[config.mk]
export PLATFORM = sky130hd
export DESIGN_NAME = amt_div
export DESIGN_NICKNAME = d
export VERILOG_FILES = /design/src/sv/amt_pkg.sv /design/src/sv/amt_div.sv
export SDC_FILE = /design/constraint.sdc
export NUM_CORES = 1
export LEC_CHECK = 0
export BUFFER_PORTS_ARGS = -buffer_cell sky130_fd_sc_hd__buf_2
export CAP_MARGIN = 20
export CORE_MARGIN = 3
export CORE_UTILIZATION = 54
export DETAILED_ROUTE_END_ITERATION = 8
export PLACE_DENSITY = 0.79
export SLEW_MARGIN = 20
export SYNTH_ARGS = -nofsm -noshare
export SYNTH_HDL_FRONTEND = slang
export SYNTH_SLANG_ARGS = --single-unit
[constraint.sdc]
create_clock -name clk -period 2.92 [get_ports clk]
set_input_delay 0.584 -clock clk [delete_from_list [all_inputs] [get_ports clk]]
set_output_delay 0.584 -clock clk [all_outputs]
set_load 0.01 [all_outputs]
[src/sv/amt_pkg.sv]
// Package of the adaptive mean threshold block: sizes, codes and the
// divider request and response types. No dependencies.
`default_nettype none
package amt_pkg;
	localparam int MAX_WIDTH  = 1024;
	localparam int MAX_HEIGHT = 1024;
	localparam int MAX_RADIUS = 7;
	localparam int RING_ROWS  = 2 * MAX_RADIUS + 1;

	localparam int PIX_W    = 8;
	localparam int DIM_W    = 11;
	localparam int OFS_W    = 9;
	localparam int RADREG_W = 3;
	localparam int CFG_IDX_W = 4;
	localparam int CFG_DAT_W = 11;
	localparam int COL_W    = $clog2(MAX_WIDTH);
	localparam int ROW_W    = $clog2(MAX_HEIGHT);
	localparam int RING_W   = $clog2(RING_ROWS);
	localparam int ADDR_W   = RING_W + COL_W;
	localparam int RAM_DEPTH = (1 << ADDR_W);
	localparam int RAD_W    = $clog2(MAX_RADIUS + 1);
	localparam int SPAN_W   = $clog2(RING_ROWS + 1);
	localparam int CNT_W    = $clog2(RING_ROWS * RING_ROWS + 1);
	localparam int SUM_W    = $clog2(RING_ROWS * RING_ROWS * 255 + 1);
	localparam int RUN_W    = $clog2(MAX_RADIUS + 2);

	localparam logic [PIX_W-1:0] PIX_WHITE = 8'd255;
	localparam logic [PIX_W-1:0] PIX_BLACK = 8'd0;

	localparam logic [CFG_IDX_W-1:0] CFG_RADIUS = 4'd0;
	localparam logic [CFG_IDX_W-1:0] CFG_OFFSET = 4'd1;
	localparam logic [CFG_IDX_W-1:0] CFG_WIDTH  = 4'd2;
	localparam logic [CFG_IDX_W-1:0] CFG_HEIGHT = 4'd3;

	typedef enum logic {
		OP_PIXEL = 1'b0,
		OP_DRAIN = 1'b1
	} amt_op_t;

	typedef struct packed {
		logic             start;
		logic [SUM_W-1:0] dividend;
		logic [CNT_W-1:0] divisor;
	} amt_div_req_t;

	typedef struct packed {
		logic             done;
		logic [SUM_W-1:0] quotient;
	} amt_div_rsp_t;
endpackage
`default_nettype wire

[src/sv/amt_div.sv]
// Iterative restoring divider, one quotient bit per cycle, for the window
// mean. Depends on amt_pkg.
`default_nettype none
module amt_div (
	input  wire logic                  clk,
	input  wire logic                  arst_n,
	input  wire amt_pkg::amt_div_req_t req,
	output amt_pkg::amt_div_rsp_t      rsp
);
	import amt_pkg::*;

	localparam int STEP_W = $clog2(SUM_W + 1);

	logic               busy_q;
	logic               done_q;
	logic [STEP_W-1:0]  step_q;
	logic [SUM_W-1:0]   quo_q;
	logic [CNT_W:0]     rem_q;
	logic [CNT_W-1:0]   dvs_q;
	logic [CNT_W+1:0]   trial;

	assign trial = {rem_q, quo_q[SUM_W-1]};

	always_ff @(posedge clk or negedge arst_n) begin
		if (!arst_n) begin
			busy_q <= 1'b0;
			done_q <= 1'b0;
			step_q <= '0;
		end else begin
			done_q <= 1'b0;
			if (req.start) begin
				busy_q <= 1'b1;
				step_q <= STEP_W'(SUM_W);
				quo_q  <= req.dividend;
				rem_q  <= '0;
				dvs_q  <= req.divisor;
			end else if (busy_q) begin
				if (trial >= {2'b00, dvs_q}) begin
					rem_q <= (CNT_W + 1)'(trial - {2'b00, dvs_q});
					quo_q <= {quo_q[SUM_W-2:0], 1'b1};
				end else begin
					rem_q <= (CNT_W + 1)'(trial);
					quo_q <= {quo_q[SUM_W-2:0], 1'b0};
				end
				step_q <= step_q - 1'b1;
				if (step_q == STEP_W'(1)) begin
					busy_q <= 1'b0;
					done_q <= 1'b1;
				end
			end
		end
	end

	assign rsp.done     = done_q;
	assign rsp.quotient = quo_q;
endmodule
`default_nettype wire

# Word-level counts from Yosys, hierarchy flattened
# Cells that the tools add are included.
classes:
  n_mul: 0
  eq_ne: 1
  div_mod_pow: 0
  mux: 13
  reduce_logical: 3
  n_lt_le_gt_ge: 1
  shift: 0
  n_bitwise: 0
  n_addsub: 2
ops:
  columns: ["cell", "count"]
  rows:
  - ["2-to-1 mux 16 bit", 2]
  - ["2-to-1 mux 9 bit", 2]
  - ["greater-or-equal comparator 10 x 8 -> 1 bit", 1]
  - ["2-to-1 mux 5 bit", 2]
  - ["subtractor 9 x 8 -> 9 bit", 1]
  - ["2-to-1 mux 1 bit", 7]
  - ["== test 5 x 1 -> 1 bit, second input constant", 1]
  - ["subtractor 5 x 1 -> 5 bit, second input constant", 1]
  - ["AND reduction 2 bit", 2]
  - ["nonzero test 2 bit", 1]
word_totals:
  output_inout_bits: 17
  rom_bits: 0
  ramBits: 0
  input_bits: 27
  latch_bits: 0
  elab_cells: 26
  n_memories: 0
  reg_bits: 40

# Longest topological paths before layout
depth:
  ltp_word: 4
  ltp_mapped: 10

# Worst setup path after synthesis
# OpenSTA, ideal clock, no wires.
synth_path:
  path_type: "register to register"
  startpoint: "register quo_q[15]"
  endpoint: "register rem_q[2] (data pin)"
  required_time_ns: 2.659
  slack_ns: 0.518
  setup_time_ns: 0.261
  path_stages_with_launch: 11
  n_path_buf: 1
  t_arrival_ns: 2.141
  path_cell_list: "edfxtp_1 inv_1 ha_1 inv_1 fa_1 nand3_1 a31oi_2 nor4_4 buf_6 mux2i_1 o21ai_1"
synth_between:
  elab_chain_cells: 3
synth_lines:
  columns: ["item", "line", "text"]
  rows:
  - ["start: declaration", "amt_div.sv:17", "logic [SUM_W-1:0] quo_q;"]
  - ["start signal: assignment", "amt_div.sv:34", "quo_q <= req.dividend;"]
  - ["start signal: assignment", "amt_div.sv:40", "quo_q <= {quo_q[SUM_W-2:0], 1'b1};"]
  - ["start signal: assignment", "amt_div.sv:43", "quo_q <= {quo_q[SUM_W-2:0], 1'b0};"]
  - ["subtractor 9 x 8 -> 9 bit or greater-or-equal comparator 10 x 8 -> 1 bit (tied branches)", "amt_div.sv:39, amt_div.sv:38", null]
  - ["2-to-1 mux 9 bit *", "amt_div.sv:38", "if (trial >= {2'b00, dvs_q}) begin"]
  - ["2-to-1 mux 9 bit *", "amt_div.sv:37", "end else if (busy_q) begin"]
  - ["end signal: assignment", "amt_div.sv:39", "rem_q <= (CNT_W + 1)'(trial - {2'b00, dvs_q});"]
  - ["end signal: assignment", "amt_div.sv:42", "rem_q <= (CNT_W + 1)'(trial);"]
  - ["end: declaration", "amt_div.sv:18", "logic [CNT_W:0] rem_q;"]
# Mark *: on every way between the ends. The rest lies on a longest branch, timed or not.
# A chain may end at the register's enable or synchronous reset.

# Worst setup path in the final report
layout_path:
  startpoint: "register quo_q[15]"
  endpoint: "register rem_q[0] (data pin)"
# The elaborated chain is that of the path after synthesis.

==> summary.md <==
| Metric | Value |
|---|---|
| Post-synthesis simple-gate area fraction | 11.66% |
| Die span in y | 69.35 um |
| Row Count | 22 |
| Via count | 1525 |
| Power, Total | 0.001736 W |
| Slew HR | 58.59% |
| Pre-Repair DR Iteration Count | 4 |
| P_int | 0.001215 W |
| CTS resizes | 0 |
| Sequential cell area | 1166 sq um |
| Fill cells | 274 |
| R2r setup slk | 0.37 ns |
| Commonest non-fill, non-tap cells in the layout | buf_2, edfxtp_1, mux2_2 |
| DR iter-0 viols | 100 |
| Clock slew at reported path FFs | 0.08 ns |
| # clock sinks | 40 |
| Unrepaired setup endpoints after global routing | false |
| Setup ws final | 0.3697 ns |
| Post-synth EDFFs | 33 |
| Routed length per instance | 15.17 um |
| Num CTS Buffers | 5 |
| Fin. max-slew vios | 0 |
| CTS tree | built |
| Slowest stage delay, CP | 0.42 ns |
| Vias in the first global route | 1531 |
| CP cell instances | inv_1 -> ha_1 -> inv_1 -> fa_1 -> nand3_1 -> a31oi_2 -> nor4_4 -> buf_4 -> or2_2 -> a311oi_2 |
| Diode count | 0 |
| Post-CTS setup buffers | 0 |
| Final setup viols | 0 |
| Seq pwr share | 46.0% |
| Via-per-instance ratio | 5.690 |
| Syn Std Cell Area | 2167 sq um |
| Root buf cell | clkbuf_8 |
| Fin crit share | 87.34% |
| Post-route ant nets | 0 |
| Clock period minus worst slack | 2.550 ns |
| Post-synthesis mux area share | 9.180% |
| Worst path most repeated cell | inv_1 |
| Largest family of logic cells by synthesized area | simple AND/OR/NAND/NOR gates |
| Post-route cell area | 2539 sq um |
| Worst Skew | 0.002024 ns |
| Setup TNS | 0 ns |
| Crit Path Category | flip-flop to flip-flop |
| Worst setup EP type | flip-flop |
| Count of cell types in the netlist | 48 |
| Post-synthesis net count | 211 |
| Comb pwr share | 28.4% |
| Post-synth top flop | edfxtp_1 |
| Grt ovf | 0 |
| Buf/Inv on CP | 3 |
| Global-route wire length before repair | 7024 um |
| Delay-heaviest family, CP | simple AND/OR/NAND/NOR gates |
| Post-DP Area | 2427 sq um |
| Worst EP arrival | 2.56 ns |
| Power Dens Cells | 683.9 nW/um^2 |
| Synth async-reset ratio | 17.50% |
| Sequential share of the synthesized area | 53.81% |
| Commonest non-fill, non-tap cell in the layout | buf_2 |
| Critical path launch point type | flip-flop |
| Clock H-tree levels | 2 |
| FMAX | 392.1 MHz |
| Post-synth top area cell | edfxtp_1 |
| Post-DP HPWL | 3000 um |
| Final core utilization | 67.32% |
| Slew @ Worst Pin | 0.6212 ns |
| Clk pwr share | 25.6% |
| Top cells by area, synth | edfxtp_1, dfrtp_1, mux2_2 |
| Area of the multi-input gates | 914.6 sq um |
| Total track usage | 18.11% |
| Initial Utilization | 57.47% |
| Fin. Hold Viols | 0 |
| Synth Register Bits | 40 |
| Synth Instances | 173 |
| Switching share of power | 30.03% |
| Worst-Skew Late Latency | 0.29 ns |
| Compound-Gate Fraction of Synth Area | 11.03% |
| Static Leak | 1.055 nW |
| NetSw | 0.0005214 W |
| VDD IR-drop max | 0.3817 mV |
| Routed wire length | 4065 um |
| Antenna violations before repair | 0 |
| Total die area | 4809 sq um |
| Yosys warns | 0 |
| Post-CTS Hold Buffers | 0 |
| Maxcap violations | 0 |
| GP Congestion | 0.9324 |
| Max clock buf depth | 2 |
| Worst endpoint required time | 2.93 ns |
| Ports | 44 |
| XOR/XNOR Fraction of Synth Area | 3.637% |
| Mapped Avg Cell Area | 12.53 sq um |
| Outcome | finished, final reports clean |
| Area Growth Syn to Fin | 17.15% |
| Share of cells above drive strength 1 | 35.45% |
| Core Region | 3771 sq um |
| Worst-path fanout max | 6 |
| PortBufs | 43 |
| Yosys top cell area share | 45.73% |
| Place WS | 0.3838 ns |
| Synth Area in Adders | 6.697% |
| Largest net degree at the start of global routing | 32 |
| Die W | 69.35 um |
| Worst hold-check path type | input port to asynchronous set/reset pin |
| # DRC | 0 |
| Final net count | 257 |
| Slowest stage cell, crit path | edfxtp_1 |
==> power by group through the flow <==
| stage | logic (W) | registers [W] | clock network, W |
|---|---|---|---|
| floorplan | 0.000378 | 0.000796 | 0 |
| global placement | 0.000474 | 0.000804 | 0 |
| detailed placement | 0.000492 | 0.000810 | 0 |
| CTS | 0.000496 | 0.000799 | 0.000453 |
| global route | 0.000557 | 0.000812 | 0.000479 |
| finish | 0.000493 | 0.000799 | 0.000444 |
==> area by class of cell <==
class                   count  share of cell area, %
clock buffers               5                  2.711
clock inverters             3                  1.676
inverters                  13                  1.922
multi-input cells         113                  36.03
flip-flops and latches     40                  45.93
well taps                  48                  2.366
repair buffers             46                  9.364
==> flip-flops by register name (all words and copies together), names as in the netlist <==
| name | cells |
|---|---|
| busy_q | 1 |
| rem_q | 9 |
| dvs_q | 8 |
| quo_q | 16 |
| done_q | 1 |
| step_q | 5 |
==> path summary, 6_finish.rpt <==
kind,start,to,cells after the start
worst max-delay path,quo_q[15],rem_q[0],10
worst min-delay path,arst_n,step_q[2],1
worst max register to register,quo_q[15],rem_q[0],10
worst min register to register,step_q[4],step_q[4],2
max in group asynchronous,arst_n,step_q[3],1
min in group clk,req[2],dvs_q[2],1
==> logic make-up (layout without fill, tap and decap cells) <==
group / after synthesis / count (layout)
xor+xnor: 9 / 9
buf+inv: 20 / 67
simple gates: 46 / 46
flops: 40 / 40
compound gates: 29 / 29
mux: 18 / 18
fa+ha+maj: 11 / 11
==> metal layers <==
metal  global-route usage, %  vias up  part of all wire (%)
met5                       0        -                     0
li1                        -      737                     -
met2                   28.81       49                    49
met4                   8.026        0                   1.3
met3                   5.362        6                   5.4
met1                   22.80      733                    44
==> synth_stat cells (all sizes together), types with 2 or more instances <==
cell type,n
a211oi,2
a21o,2
a21oi,6
a311oi,2
a31oi,2
a32oi,2
and3,2
buf,2
clkbuf,5
dfrtp,7
edfxtp,33
ha,10
inv,13
mux2,15
mux2i,3
nand2,8
nand2b,4
nand3,4
nand4,2
nor2,12
nor2b,4
nor3,3
nor4,2
o21ai,4
o311ai,2
o31ai,2
xnor2,7
xor2,2
==> through the flow <==
step	instances	hold slack [ns]
floorplan	173	0.2884
global placement	260	0.5037
detailed placement	260	0.5082
CTS	268	0.2047
global route	268	0.2020
finish	268	0.2009
No activity file was read; power rests on OpenSTA's default activity.
